--- config.mk ---
export PLATFORM = sky130hd
export DESIGN_NAME = sbus_frame_decoder_flat
export DESIGN_NICKNAME = d
export VERILOG_FILES = /design/src/sv/sbus_pkg.sv /design/src/sv/sbus_ifs.sv /design/src/sv/sbus_front.sv /design/src/sv/sbus_queue.sv /design/src/sv/sbus_back.sv /design/src/sv/sbus_frame_decoder.sv /design/src/flat_wrapper.sv
export SDC_FILE = /design/constraint.sdc
export NUM_CORES = 1
export LEC_CHECK = 0
export ABC_AREA = 1
export BUFFER_PORTS_ARGS = -buffer_cell sky130_fd_sc_hd__buf_2
export CORE_ASPECT_RATIO = 1.75
export CORE_MARGIN = 8
export CORE_UTILIZATION = 45
export CTS_CLUSTER_DIAMETER = 150
export CTS_CLUSTER_SIZE = 24
export DETAILED_ROUTE_END_ITERATION = 10
export PLACE_DENSITY_LB_ADDON = 0.12
export SYNTH_ARGS = -nofsm -noshare
export SYNTH_HDL_FRONTEND = slang
export SYNTH_SLANG_ARGS = --single-unit
--- constraint.sdc ---
create_clock -name i_clk -period 33.5 [get_ports i_clk]
set_input_delay 1.675 -clock i_clk [delete_from_list [all_inputs] [get_ports i_clk]]
set_output_delay 1.675 -clock i_clk [all_outputs]
set_load 0.1 [all_outputs]
--- src/sv/sbus_pkg.sv ---
// Shared constants of the S-BUS frame decoder.
`timescale 1ns / 1ps
package sbus_pkg;

    localparam int FRAME_BYTES   = 25;
    localparam int STORE_BYTES   = FRAME_BYTES - 2;
    localparam int STORE_W       = STORE_BYTES * 8;
    localparam int FLAGS_LSB     = (STORE_BYTES - 1) * 8;
    localparam int FAILSAFE_BIT  = 3;
    localparam int VALUE_BITS    = 11;
    localparam int INDEX_BITS    = 4;
    localparam int POS_BITS      = 5;
    localparam int QUEUE_DEPTH   = 2;

    localparam logic [7:0] START_MARK = 8'h0F;
    localparam logic [7:0] END_MARK   = 8'h00;

    localparam logic [POS_BITS-1:0] START_POS = POS_BITS'(0);
    localparam logic [POS_BITS-1:0] END_POS   = POS_BITS'(FRAME_BYTES - 1);

endpackage

--- src/sv/sbus_ifs.sv ---
// Handshake channels of the S-BUS frame decoder: received bytes and channel results.
`timescale 1ns / 1ps
interface sbus_byte_if;
    logic       valid;
    logic       ready;
    logic [7:0] rx_byte;

    modport source (output valid, output rx_byte, input ready);
    modport sink   (input valid, input rx_byte, output ready);
endinterface

interface sbus_chan_if;
    logic        valid;
    logic        ready;
    logic [3:0]  channel_index;
    logic [10:0] channel_value;
    logic        link_active;
    logic        last;

    modport source (output valid, output channel_index, output channel_value,
                    output link_active, output last, input ready);
    modport sink   (input valid, input channel_index, input channel_value,
                    input link_active, input last, output ready);
endinterface

--- src/sv/sbus_front.sv ---
// Byte framing: tracks the frame position, checks the marks and collects the frame body.
`timescale 1ns / 1ps
module sbus_front #(
    parameter int PAYLOAD_W = 176
) (
    input  logic                 i_clk,
    input  logic                 i_rst_n,
    sbus_byte_if.sink            i_rx,
    input  logic                 i_q_full,
    output logic                 o_push,
    output logic [PAYLOAD_W:0]   o_push_data
);
    import sbus_pkg::*;

    logic [POS_BITS-1:0] r_pos;
    logic [POS_BITS-1:0] n_pos;
    logic [STORE_W-1:0]  r_store;
    logic                at_start;
    logic                at_end;
    logic                accept;

    // Positions beyond the end mark never occur, but count as the start.
    assign at_start = (r_pos == START_POS) || (r_pos > END_POS);
    assign at_end   = (r_pos == END_POS);

    // The end byte is only taken when the queue has room for the frame.
    assign i_rx.ready = !(at_end && i_q_full);
    assign accept     = i_rx.valid && i_rx.ready;

    assign o_push      = accept && at_end && (i_rx.rx_byte == END_MARK);
    assign o_push_data = {~r_store[FLAGS_LSB + FAILSAFE_BIT], r_store[PAYLOAD_W-1:0]};

    always_comb begin
        n_pos = r_pos;
        if (accept) begin
            priority if (at_start) begin
                n_pos = (i_rx.rx_byte == START_MARK) ? POS_BITS'(1) : START_POS;
            end else if (at_end) begin
                n_pos = START_POS;
            end else begin
                n_pos = r_pos + POS_BITS'(1);
            end
        end
    end

    always_ff @(posedge i_clk) begin
        if (!i_rst_n) begin
            r_pos <= START_POS;
        end else begin
            r_pos <= n_pos;
        end
    end

    // Body bytes shift in from the top, so the first one ends up lowest.
    always_ff @(posedge i_clk) begin
        if (accept && !at_start && !at_end) begin
            r_store <= {i_rx.rx_byte, r_store[STORE_W-1:8]};
        end
    end

endmodule

--- src/sv/sbus_queue.sv ---
// Small frame queue between the framing and channel output sides.
`timescale 1ns / 1ps
module sbus_queue #(
    parameter int WIDTH = 177
) (
    input  logic             i_clk,
    input  logic             i_rst_n,
    input  logic             i_push,
    input  logic [WIDTH-1:0] i_data,
    input  logic             i_pop,
    output logic [WIDTH-1:0] o_data,
    output logic             o_full,
    output logic             o_nonempty
);
    import sbus_pkg::*;

    localparam int PTR_W = (QUEUE_DEPTH > 1) ? $clog2(QUEUE_DEPTH) : 1;
    localparam int CNT_W = $clog2(QUEUE_DEPTH + 1);

    logic [WIDTH-1:0] r_mem [QUEUE_DEPTH];
    logic [PTR_W-1:0] r_wr_ptr;
    logic [PTR_W-1:0] r_rd_ptr;
    logic [CNT_W-1:0] r_count;
    logic             do_push;
    logic             do_pop;

    assign o_full     = (r_count == CNT_W'(QUEUE_DEPTH));
    assign o_nonempty = (r_count != '0);
    assign o_data     = r_mem[r_rd_ptr];
    assign do_push    = i_push && !o_full;
    assign do_pop     = i_pop && o_nonempty;

    function automatic logic [PTR_W-1:0] bump(input logic [PTR_W-1:0] ptr);
        return (ptr == PTR_W'(QUEUE_DEPTH - 1)) ? '0 : ptr + PTR_W'(1);
    endfunction

    always_ff @(posedge i_clk) begin
        if (!i_rst_n) begin
            r_wr_ptr <= '0;
            r_rd_ptr <= '0;
            r_count  <= '0;
        end else begin
            if (do_push) begin
                r_wr_ptr <= bump(r_wr_ptr);
            end
            if (do_pop) begin
                r_rd_ptr <= bump(r_rd_ptr);
            end
            if (do_push && !do_pop) begin
                r_count <= r_count + CNT_W'(1);
            end else if (do_pop && !do_push) begin
                r_count <= r_count - CNT_W'(1);
            end
        end
    end

    always_ff @(posedge i_clk) begin
        if (do_push) begin
            r_mem[r_wr_ptr] <= i_data;
        end
    end

endmodule

--- src/sv/sbus_back.sv ---
// Channel output: unpacks one queued frame into per-channel result words.
`timescale 1ns / 1ps
module sbus_back #(
    parameter int NUM_CHANNELS = 16,
    parameter int PAYLOAD_W    = 176
) (
    input  logic               i_clk,
    input  logic               i_rst_n,
    input  logic [PAYLOAD_W:0] i_q_data,
    input  logic               i_q_nonempty,
    output logic               o_pop,
    sbus_chan_if.source        o_ch
);
    import sbus_pkg::*;

    localparam logic [INDEX_BITS-1:0] LAST_CH = INDEX_BITS'(NUM_CHANNELS - 1);

    logic                   r_valid;
    logic [INDEX_BITS-1:0]  r_ch;
    logic [PAYLOAD_W-1:0]   r_shift;
    logic                   r_active;
    logic                   out_accept;
    logic                   at_last;

    assign at_last    = (r_ch == LAST_CH);
    assign out_accept = o_ch.valid && o_ch.ready;
    // A new frame loads when idle or as the last word of the current one leaves.
    assign o_pop      = i_q_nonempty && (!r_valid || (out_accept && at_last));

    assign o_ch.valid         = r_valid;
    assign o_ch.channel_index = r_ch;
    assign o_ch.channel_value = r_shift[VALUE_BITS-1:0];
    assign o_ch.link_active   = r_active;
    assign o_ch.last          = at_last;

    always_ff @(posedge i_clk) begin
        if (!i_rst_n) begin
            r_valid <= 1'b0;
            r_ch    <= '0;
        end else begin
            if (o_pop) begin
                r_valid <= 1'b1;
                r_ch    <= '0;
            end else if (out_accept) begin
                if (at_last) begin
                    r_valid <= 1'b0;
                end else begin
                    r_ch <= r_ch + INDEX_BITS'(1);
                end
            end
        end
    end

    always_ff @(posedge i_clk) begin
        if (o_pop) begin
            r_shift  <= i_q_data[PAYLOAD_W-1:0];
            r_active <= i_q_data[PAYLOAD_W];
        end else if (out_accept && !at_last) begin
            r_shift <= r_shift >> VALUE_BITS;
        end
    end

endmodule

--- src/sv/sbus_frame_decoder.sv ---
// Top level of the S-BUS frame decoder: framing side, frame queue and channel output side.
`timescale 1ns / 1ps
// The decoder takes one received serial byte per word on i_rx and assembles 25-byte
// frames. A frame opens with 0x0F and closes with 0x00; a wrong opening byte is dropped,
// and a wrong closing byte abandons the frame, so the next byte is again checked as an
// opening byte. For every good frame the block gives NUM_CHANNELS words on o_ch, in
// channel order: the channel number, its 11-bit value taken least significant bit first
// from bit 11*n of the payload, the link-active flag (failsafe bit clear in the flags
// byte), and a last flag on the final channel. Bytes are accepted one per cycle; the only
// stall on the input is the closing byte of a frame while both queue entries hold frames
// not yet sent. The output side sends one channel word per cycle while o_ch.ready is
// high, unpacking one frame at a time in the single shift register; up to two finished
// frames wait in the queue meanwhile. Reset clears the frame position and the queue; no
// clearing pass is needed.
module sbus_frame_decoder #(
    parameter int NUM_CHANNELS = 16
) (
    input  logic        i_clk,
    input  logic        i_rst_n,
    sbus_byte_if.sink   i_rx,
    sbus_chan_if.source o_ch
);
    import sbus_pkg::*;

    // Only the payload bits that the configured channels read are carried past framing.
    localparam int PAYLOAD_W = NUM_CHANNELS * VALUE_BITS;

    logic                 push;
    logic [PAYLOAD_W:0]   push_data;
    logic                 pop;
    logic [PAYLOAD_W:0]   q_data;
    logic                 q_full;
    logic                 q_nonempty;

    // The framing side sees every byte and hands over complete frames only.
    sbus_front #(
        .PAYLOAD_W (PAYLOAD_W)
    ) u_front (
        .i_clk       (i_clk),
        .i_rst_n     (i_rst_n),
        .i_rx        (i_rx),
        .i_q_full    (q_full),
        .o_push      (push),
        .o_push_data (push_data)
    );

    // Each entry holds the link-active flag above the payload bits.
    sbus_queue #(
        .WIDTH (PAYLOAD_W + 1)
    ) u_queue (
        .i_clk      (i_clk),
        .i_rst_n    (i_rst_n),
        .i_push     (push),
        .i_data     (push_data),
        .i_pop      (pop),
        .o_data     (q_data),
        .o_full     (q_full),
        .o_nonempty (q_nonempty)
    );

    // The output side walks through one frame at a time, shifting out a channel per word.
    sbus_back #(
        .NUM_CHANNELS (NUM_CHANNELS),
        .PAYLOAD_W    (PAYLOAD_W)
    ) u_back (
        .i_clk        (i_clk),
        .i_rst_n      (i_rst_n),
        .i_q_data     (q_data),
        .i_q_nonempty (q_nonempty),
        .o_pop        (pop),
        .o_ch         (o_ch)
    );

endmodule
--- src/flat_wrapper.sv ---
// flat-port wrapper written by rule: the top's interface ports become plain ports
module sbus_frame_decoder_flat import sbus_pkg::*;
#(
    parameter int NUM_CHANNELS = 16
)
  (i_clk, i_rst_n, i_rx_valid, i_rx_rx_byte, i_rx_ready, o_ch_valid, o_ch_channel_index, o_ch_channel_value, o_ch_link_active, o_ch_last, o_ch_ready);
  sbus_byte_if i_rx_i ();
  sbus_chan_if o_ch_i ();
  input  logic i_clk;
  input  logic i_rst_n;
  input wire logic [$bits(i_rx_i.valid)-1:0] i_rx_valid;
  input wire logic [$bits(i_rx_i.rx_byte)-1:0] i_rx_rx_byte;
  output wire logic [$bits(i_rx_i.ready)-1:0] i_rx_ready;
  output wire logic [$bits(o_ch_i.valid)-1:0] o_ch_valid;
  output wire logic [$bits(o_ch_i.channel_index)-1:0] o_ch_channel_index;
  output wire logic [$bits(o_ch_i.channel_value)-1:0] o_ch_channel_value;
  output wire logic [$bits(o_ch_i.link_active)-1:0] o_ch_link_active;
  output wire logic [$bits(o_ch_i.last)-1:0] o_ch_last;
  input wire logic [$bits(o_ch_i.ready)-1:0] o_ch_ready;
  assign i_rx_i.valid = i_rx_valid;
  assign i_rx_i.rx_byte = i_rx_rx_byte;
  assign i_rx_ready = i_rx_i.ready;
  assign o_ch_valid = o_ch_i.valid;
  assign o_ch_channel_index = o_ch_i.channel_index;
  assign o_ch_channel_value = o_ch_i.channel_value;
  assign o_ch_link_active = o_ch_i.link_active;
  assign o_ch_last = o_ch_i.last;
  assign o_ch_i.ready = o_ch_ready;
  sbus_frame_decoder #(.NUM_CHANNELS(NUM_CHANNELS)) u_core (.i_clk(i_clk), .i_rst_n(i_rst_n), .i_rx(i_rx_i), .o_ch(o_ch_i));
endmodule
* Yosys cells after proc, flatten, opt, wreduce, memory -nomap -nowiden
Memory sizes are Yosys's and may differ from the RTL's. A register that Yosys moved wholly into a read port is not among the register bits. Cells that the tools add are included.
Operators by class: eq/ne operators 4, reductions and logical operators 34, $lt $le $gt $ge 1, bitwise operators 3, $add $sub $neg 6, muxes and demuxes 16
Operators with widths (number):
- two-way mux 176 bit | 2
- logical AND 1 bit | 14
- two-way mux 1 bit | 10
- two-way mux 5 bit | 2
- nonzero test 2 bit | 5
- equality test 8 x 4 -> 1 bit, second input constant | 1
- logical NOT 1 bit | 8
- logical NOT 8 bit | 1
- adder 5 x 1 -> 5 bit, second input constant | 1
- equality test 5 bit, second input constant | 1
- > comparator 5 bit, second input constant | 1
- logical NOT 5 bit | 1
- adder 4 x 1 -> 4 bit, second input constant | 1
- equality test 4 bit, second input constant | 1
- two-way mux 2 bit | 2
- AND reduction 2 bit | 2
- NOT 1 bit | 3
- adder 1 bit, second input constant | 2
- adder 2 x 1 -> 2 bit, second input constant | 1
- equality test 2 bit, second input constant | 1
- logical OR 1 bit | 2
- OR reduction 2 bit | 1
- subtractor 2 x 1 -> 2 bit, second input constant | 1
Storage, ports and cells: memories kept 1, output and inout port bits 19, register bits 375, input bits 12, logic and storage cells 74, bits in writable memories 354
Memories:
- u_core.u_queue.r_mem | depth 2, bits a word 177, rd ports 1, clocked after Yosys merged registers in 1, wr ports 1, line sbus_queue.sv:20 | logic [WIDTH-1:0] r_mem [QUEUE_DEPTH];

* Longest topological paths before layout
Gate-level depths: netlist of the first run.
depth in word-level cells 11, mapped depth 13

* Modules after synthesis
Synthesis of the first run repeated with hierarchy kept, for this count alone.
Second synthesis, totals: cell total of the unflattened synthesis 1808, area total of the unflattened synthesis 28671.2 um^2
By module, submodules not included:
- sbus_queue | times used 1, area each 13553.0 um^2, seq. area each 10730.3 um^2, cells an instance 588
- sbus_back | times used 1, area each 7826.3 um^2, seq. area each 5415.2 um^2, cells an instance 785
- sbus_front | times used 1, area each 7292.0 um^2, seq. area each 5625.4 um^2, cells an instance 435

* Worst setup path after synthesis of the first run
OpenSTA, ideal clock, no wires.
path type in2reg, start input i_rx_valid, end register u_core.u_front.r_store[0], enable pin, required time 32657 ps, cell stages on the path 2, data arrival time 10983 ps, path buffers 0, path slack 21674 ps, cells stage by stage nand2_1 > a31oi_1
On the way: cells in the longest elaborated chain, start to end 3
RTL lines:
- from (decl) | line flat_wrapper.sv:11 | input wire logic [$bits(i_rx_i.valid)-1:0] i_rx_valid;
- logical AND 1 bit | line sbus_front.sv:28 | assign accept = i_rx.valid && i_rx.ready;
- logical AND 1 bit (2 in series) | line sbus_front.sv:56 | if (accept && !at_start && !at_end) begin
- to (signal assigned) | line sbus_front.sv:57 | r_store <= {i_rx.rx_byte, r_store[STORE_W-1:8]};
- to (decl) | line sbus_front.sv:17 | logic [STORE_W-1:0] r_store;
Every way passes these cells. A chain may end at the register's enable or synchronous reset.

* Worst setup path after layout of the first run
start input o_ch_ready, end register u_core.u_back.r_shift[87] (data pin)
On the way: cells in the longest elaborated chain, start to end 5
RTL lines:
- from (decl) | line flat_wrapper.sv:19 | input wire logic [$bits(o_ch_i.ready)-1:0] o_ch_ready;
- logical AND 1 bit | line sbus_back.sv:26 | assign out_accept = o_ch.valid && o_ch.ready;
- logical AND 1 bit | line sbus_back.sv:28 | assign o_pop = i_q_nonempty && (!r_valid || (out_accept && at_last));
- logical OR 1 bit | line sbus_back.sv:28
- logical AND 1 bit | line sbus_back.sv:28
- two-way mux 176 bit | line sbus_back.sv:55 | if (o_pop) begin
- to (signal assigned) | line sbus_back.sv:56 | r_shift <= i_q_data[PAYLOAD_W-1:0];
- to (signal assigned) | line sbus_back.sv:59 | r_shift <= r_shift >> VALUE_BITS;
- to (decl) | line sbus_back.sv:20 | logic [PAYLOAD_W-1:0] r_shift;
Every way passes these cells.

==> results.py, run 1 <==
metrics = {
    "synthesis": {
        "synth_ff_type": "edfxtp_1",
        "yosysUniqueCellTypes": 24,
        "ys_warn_count": 0,
        "synthTopCellsByCount": "edfxtp_1 (715), nand2_1 (383), or2_2 (167), o211ai_1 (165), clkbuf_1 (52)",
        "syn_area_mm2": 0.0264,
        "netlist_instances": 1628,
        "synth_edf_count": 715,
        "yosysTopAreaCell": "edfxtp_1",
        "synth.avg_cell_area_um2": 16.2,
        "yosysTopAreaCellShare": 0.812,
        "synthArstFlopShare": 0,
        "syn-num-nets": 1644,
        "seq_area_frac_synth": 0.823,
        "synth.most_common_cell": "edfxtp_1",
        "ys_seq_elements": 730,
        "synth_top_cells_by_area": "edfxtp_1 (81%), nand2_1 (5.4%), o211ai_1 (4.7%)",
    },
    "pwr": {
        "p_int_w": 0.00154,
        "ir_drop_uv": 94.9,
        "p_leak_nw": 9.30,
        "p_switching_w": 0.000698,
        "p_comb_frac": 0.225,
        "p_sw_frac": 0.312,
        "p_clk_frac": 0.211,
        "seqPwrFrac": 0.564,
        "power.total_w": 0.00223,
        "pwr_density_cell_mw_per_mm2": 79.1,
    },
    "setup_path": {
        "cp_slowest_cell": "inv_6",
        "setup.worst_path.class": "in -> reg",
        "critical_path_peak_fanout": 108,
        "critPathCaptureType": "register",
        "path_cells": "buf_2 -> nand2_1 -> o21ai_2 -> nand2_8 -> buf_4 -> inv_6 -> buf_4 -> o211ai_1 -> nand2_1",
        "critPathArrivalTime_ns": 5.25,
        "cp.required_ns": 33.92,
        "crit_path_start_kind": "primary input",
        "critPathMaxStageDelay_ns": 0.89,
    },
    "grt": {
        "grt.total_usage": 0.148,
        "antenna_found_initial": 0,
        "grt_max_degree": 155,
        "grt_pass1_wl_um": 76200,
        "gr-total-overflow": 0,
        "grt_pass1_vias": 13600,
    },
    "routing": {
        "vias_per_cell": 5.28,
        "drt_iter0_markers": 749,
        "wl_per_cell_um": 20.5,
        "remaining_drc_errors": 0,
        "totalWireLength_um": 49400,
        "route.vias.total": 12700,
        "ant_nets": 0,
        "drtPass1Iterations": 4,
    },
    "sta": {
        "setup_tns_ns": 0,
        "skew_ns": 0.0298,
        "finalHoldViolCount": 0,
        "worst-slew-pin-transition_ns": 1.13,
        "post-route-period-util": 0.144,
        "slew-limit-headroom": 0.249,
        "fmax_ghz": 0.207,
        "setup_viol": 0,
        "rsz0062_at_grt": "false",
        "period_needed_ns": 4.83,
        "drv_slew": 0,
    },
    "clocking": {
        "clkLatencyLatePin_ns": 0.57,
        "max-clock-path-buffers": 3,
        "clk_transition_reported_paths_ns": 0.09,
        "cts_tree": "yes",
        "ctsHtreeMaxLevel": 2,
        "clock_sinks": 730,
        "root_buffer": "clkbuf_16",
        "cts_setup_buffers": 0,
        "postCtsHoldBufs": 0,
        "numCtsBuffers": 36,
        "cts_resized": 0,
    },
    "final_layout": {
        "nFillCells": 4937,
        "drive_above_1_share": 0.158,
        "antennaDiodeCount": 0,
        "nets": 1637,
        "area_delta_synth_final_pct": 6.79,
    },
    "place": {
        "portBuffers": 30,
        "gp_congestion": 0.721,
        "dp_hpwl_um": 24900,
    },
    "floorplan": {
        "fp.coreArea_mm2": 0.0581,
        "io_pins": 31,
        "dieWidth_um": 199,
        "row_count": 117,
        "dieArea_mm2": 0.0671,
        "die_h_um": 337,
        "start_util": 0.455,
    },
    "hold_path": {
        "hold_class": "reg -> reg",
    },
    "run": {
        "drv_cap": 0,
    },
    "outcome": {
        "outcome": "finished, final reports clean",
    },
}
final timing paths:
check	start	to	slack (ns)	cells after the start
worst min register to register	u_core.u_front.r_store[176]	u_core.u_front.r_store[168]	0.43	0
worst min-delay path	u_core.u_front.r_store[176]	u_core.u_front.r_store[168]	0.43	0
worst max-delay path	o_ch_ready	u_core.u_back.r_shift[87]	28.67	9
worst max register to register	u_core.u_back.o_ch.channel_index[0]	u_core.u_back.r_shift[87]	29.19	9
sequential cells by signal (all words and copies together) (netlist names), named ones only:
| register | cells |
|---|---|
| u_core.u_queue.r_wr_ptr | 1 |
| u_core.u_back.o_ch.valid | 1 |
| u_core.u_back.r_shift | 176 |
| u_core.u_front.r_pos | 5 |
| u_core.u_queue.r_rd_ptr | 1 |
| u_core.u_queue.r_mem | 354 |
| u_core.u_front.r_store | 184 |
| u_core.u_back.o_ch.channel_index | 4 |
| u_core.u_queue.r_count | 2 |
| u_core.u_back.o_ch.link_active | 1 |
power groups by stage:
stage                     clock network, W  registers (W)  logic (W)
final                             0.000471        0.00126   0.000504
after floorplan                          0        0.00129   0.000388
after global routing              0.000514        0.00127   0.000568
after global placement                   0        0.00128   0.000518
after CTS                         0.000490        0.00126   0.000526
after detailed placement                 0        0.00128   0.000526
cell type report:
type / instances / area [um^2] / share of cell area
Clock inverter: 3 / 41.3 / 0.00146
Multi-Input combinational cell: 788 / 4150 / 0.147
Inverter: 22 / 97.6 / 0.00346
Clock buffer: 48 / 946 / 0.0335
Tap cell: 773 / 967 / 0.0343
Timing Repair Buffer: 43 / 260 / 0.00922
Sequential cell: 730 / 21800 / 0.771
cells by family after synthesis:
| logic type | Yosys count | share of synthesized area |
|---|---|---|
| AO/OA/AOI/OAI | 198 | 0.0533 |
| XOR/XNOR | 2 | 0.000663 |
| adder cells (fa/ha/maj) | 4 | 0.00189 |
| buffers and inverters | 110 | 0.0213 |
| flip-flops | 730 | 0.823 |
| AND/OR/NAND/NOR | 584 | 0.0995 |
cell usage in the layout (no fill, tap or decap), drive strengths merged:
| cell type | netlist | final |
|---|---|---|
| nor2 | 21 | 21 |
| clkbuf | 52 | 48 |
| xor2 | 1 | 1 |
| xnor2 | 1 | 1 |
| nand3 | 9 | 9 |
| and2 | 1 | 1 |
| inv | 22 | 24 |
| edfxtp | 715 | 715 |
| o21ai | 10 | 10 |
| buf | 36 | 43 |
| o211ai | 165 | 165 |
| clkinv | 0 | 1 |
| nand2 | 384 | 384 |
| a21oi | 22 | 22 |
| ha | 4 | 4 |
| dfxtp | 15 | 15 |
| nand4 | 2 | 2 |
| or2 | 167 | 167 |
| a31oi | 1 | 1 |
layer usage:
layer | vias to the layer above | global-route usage | share of wire
met5 | - | 0 | 0
met4 | 0 | 0.0389 | 0.019
met3 | 43 | 0.0168 | 0.022
met2 | 128 | 0.296 | 0.57
met1 | 6648 | 0.159 | 0.39
li1 | 5890 | - | -
metrics by stage:
stage,instance area [um^2],util,std cells,hold slack (ns),setup WS [ns]
2_1_floorplan,26400,-,1628,0.400,21.67
3_3_place_gp,27300,0.469,2356,0.401,28.04
3_5_place_dp,27300,0.469,2356,0.406,27.99
4_1_cts,28200,0.486,2407,0.434,28.58
5_1_grt,28200,0.486,2407,0.444,28.32
6_report,28200,0.486,2407,0.432,28.67
critical path, delay by kind of cell:
family | cells | cell delay, ns
simple gates | 3 | 0.61
compound gates | 2 | 0.45
buf+inv | 4 | 2.35
(Power assumes the default switching activity.)
==> inputs of run 2 (changes only) <==
Settings changed: ABC_AREA 1 to 0.
Clock period 33.5 ns to 4.17 ns, I/O delays scaled along.
==> run 2 against run 1 <==
Sequential power rose to 7.9 times the previous value. Worst hold slack got worse by 0.037 ns. Critical path depth decreased by 2. Global-route usage down 1.8 points. Critical path type is now reg -> reg. Combinational power grew to 7.2 times the previous value. Die area is 1.9% lower. Total power increased to 7.7 times the previous value. Clock skew is 0.019 ns lower.
==> results.py, run 2 <==
metrics = {
    "floorplan": {
        "die_h_um": 333,
        "io_pins": 31,
        "dieArea_mm2": 0.0658,
        "fp.coreArea_mm2": 0.0570,
        "start_util": 0.454,
        "row_count": 116,
        "dieWidth_um": 197,
    },
    "routing": {
        "drtPass1Iterations": 5,
        "remaining_drc_errors": 0,
        "totalWireLength_um": 42500,
        "route.vias.total": 11200,
        "vias_per_cell": 5.07,
        "ant_nets": 0,
        "wl_per_cell_um": 19.3,
        "drt_iter0_markers": 649,
    },
    "clocking": {
        "cts_tree": "yes",
        "clk_transition_reported_paths_ns": 0.09,
        "numCtsBuffers": 36,
        "max-clock-path-buffers": 3,
        "root_buffer": "clkbuf_16",
        "clkLatencyLatePin_ns": 0.54,
        "ctsHtreeMaxLevel": 2,
        "clock_sinks": 730,
        "cts_resized": 0,
    },
    "sta": {
        "setup_slack_ns": 1.43,
        "setup_viol": 0,
        "skew_ns": 0.0108,
        "setup_tns_ns": 0,
        "slew-limit-headroom": 0.330,
        "rsz0062_at_grt": "false",
        "finalHoldViolCount": 0,
        "drv_slew": 0,
        "period_needed_ns": 2.74,
        "post-route-period-util": 0.657,
        "fmax_ghz": 0.365,
        "worst-slew-pin-transition_ns": 1.01,
    },
    "synthesis": {
        "seq_area_frac_synth": 0.841,
        "netlist_instances": 1403,
        "yosysTopAreaCell": "edfxtp_1",
        "synthTopCellsByCount": "edfxtp_1 (715), mux2i_1 (176), nand2_1 (175), o21ai_1 (166), buf_2 (36)",
        "yosysTopAreaCellShare": 0.829,
        "synth_top_cells_by_area": "edfxtp_1 (83%), mux2i_1 (6.8%), o21ai_1 (3.2%)",
        "syn_area_mm2": 0.0259,
        "synth.most_common_cell": "edfxtp_1",
        "yosysUniqueCellTypes": 39,
        "synth_edf_count": 715,
        "syn-num-nets": 1419,
        "ys_seq_elements": 730,
        "ys_warn_count": 0,
        "synth.avg_cell_area_um2": 18.5,
        "synth_ff_type": "edfxtp_1",
        "synthArstFlopShare": 0,
    },
    "place": {
        "dpl_worst_slack_ns": 1.39,
        "place_inst": 2148,
        "portBuffers": 30,
        "gp_congestion": 0.691,
        "dp_hpwl_um": 23200,
    },
    "final_layout": {
        "drive_above_1_share": 0.0738,
        "nets": 1446,
        "final_cell_mix": "edfxtp_1 (715), mux2i_1 (176), nand2_1 (175)",
        "instances_no_fill": 2203,
        "largest_register_ffs": 354,
        "area_delta_synth_final_pct": 8.47,
        "reg_top3": "u_core.u_queue.r_mem (354), u_core.u_front.r_store (184), u_core.u_back.r_shift (176)",
        "final_common_cell": "edfxtp_1",
        "largest_register": "u_core.u_queue.r_mem",
        "antennaDiodeCount": 0,
    },
    "pwr": {
        "pwr_density_cell_mw_per_mm2": 616,
        "ir_drop_uv": 618,
        "power.total_w": 0.0173,
        "p_leak_nw": 8.89,
    },
    "setup_path": {
        "cp.required_ns": 4.44,
        "critPathArrivalTime_ns": 3.01,
        "setup.worst_path.class": "reg -> reg",
        "critPathCaptureType": "register",
        "crit_path_start_kind": "register",
        "critical_path_peak_fanout": 35,
    },
    "grt": {
        "grt_pass1_vias": 12000,
        "grt_pass1_wl_um": 67100,
        "gr-total-overflow": 0,
        "antenna_found_initial": 0,
        "grt_max_degree": 187,
        "grt.total_usage": 0.130,
    },
    "outcome": {
        "outcome": "finished, final reports clean",
    },
    "run": {
        "drv_cap": 0,
    },
    "hold_path": {
        "hold_class": "in -> reg",
    },
}
[run 2: changes by cell type after synthesis, moves of 4 or more]
cell | previous run | this run
nand2_1 | 383 | 175
mux2i_1 | 0 | 176
or2_2 | 167 | 0
o21ai_1 | 0 | 166
o211ai_1 | 165 | 0
clkbuf_1 | 52 | 21
buf_2 | 9 | 36
a21oi_1 | 22 | 8
inv_1 | 21 | 7
buf_6 | 12 | 1
o21ai_0 | 9 | 2
nand3_1 | 9 | 5
[run 2: worst paths after layout]
path | startpoint | end | slack [ns] | cells after the start
min reg2reg | u_core.u_front.r_store[182] | u_core.u_front.r_store[174] | 0.43 | 0
min | i_rx_rx_byte[4] | u_core.u_front.r_store[180] | 0.40 | 2
max reg2reg | u_core.u_front.r_pos[0] | u_core.u_queue.r_mem[0][81] | 1.43 | 7
max | u_core.u_front.r_pos[0] | u_core.u_queue.r_mem[0][81] | 1.43 | 7
[run 2: report_power, final]
group | switching [W] | total (W) | internal [W]
Sequential | 0.000341 | 0.00998 | 0.00963
Combinational | 0.00263 | 0.00364 | 0.00101
Clock | 0.00207 | 0.00370 | 0.00163
[run 2: layout make-up]
type	count	area, um^2
Fill cell	4685	28900
Sequential cell	730	21800
Multi-Input combinational cell	593	3770
Tap cell	767	960
Clock buffer	43	948
Timing Repair Buffer	61	573
Inverter	8	33.8
Clock inverter	1	16.3
[run 2: cells by family after synthesis]
kind of cell,Yosys count,synth area share
XOR/XNOR,5,0.00169
AO/OA/AOI/OAI,188,0.0376
multiplexers,177,0.0685
AND/OR/NAND/NOR,219,0.0344
buffers and inverters,80,0.0152
adder cells (fa/ha/maj),4,0.00193
flip-flops,730,0.841
[run 2: layer usage]
metal / track usage / vias to the layer above / wire (um)
met4: 0.0358 / 0 / 816
met1: 0.144 / 5686 / 16500
met5: 0 / - / 0
li1: - / 5340 / -
met3: 0.0142 / 46 / 839
met2: 0.256 / 89 / 24300
[run 2: metrics by stage]
step | cell area [um^2] | utilization | hold slack, ns
floorplan | 26000 | - | 0.305
global placement | 27000 | 0.474 | 0.403
detailed placement | 27000 | 0.474 | 0.407
CTS | 28100 | 0.492 | 0.355
global route | 28100 | 0.492 | 0.380
finish | 28100 | 0.492 | 0.395
[run 2: repair_timing]
| action | 4_1_cts | 5_1_grt |
|---|---|---|
| endpoints found under the hold margin | 14 | 0 |
| hold buffers | 11 | 0 |
| buffers inserted | 0 | 0 |
[run 2: worst max-delay path: stages, from the launching register on]
cell	delay, ns
dfxtp_1	0.43
inv_1	0.09
ha_1	0.23
nand2b_1	0.16
nor3_2	0.09
nand3_1	0.15
clkinvlp_4	0.77
buf_12	0.50
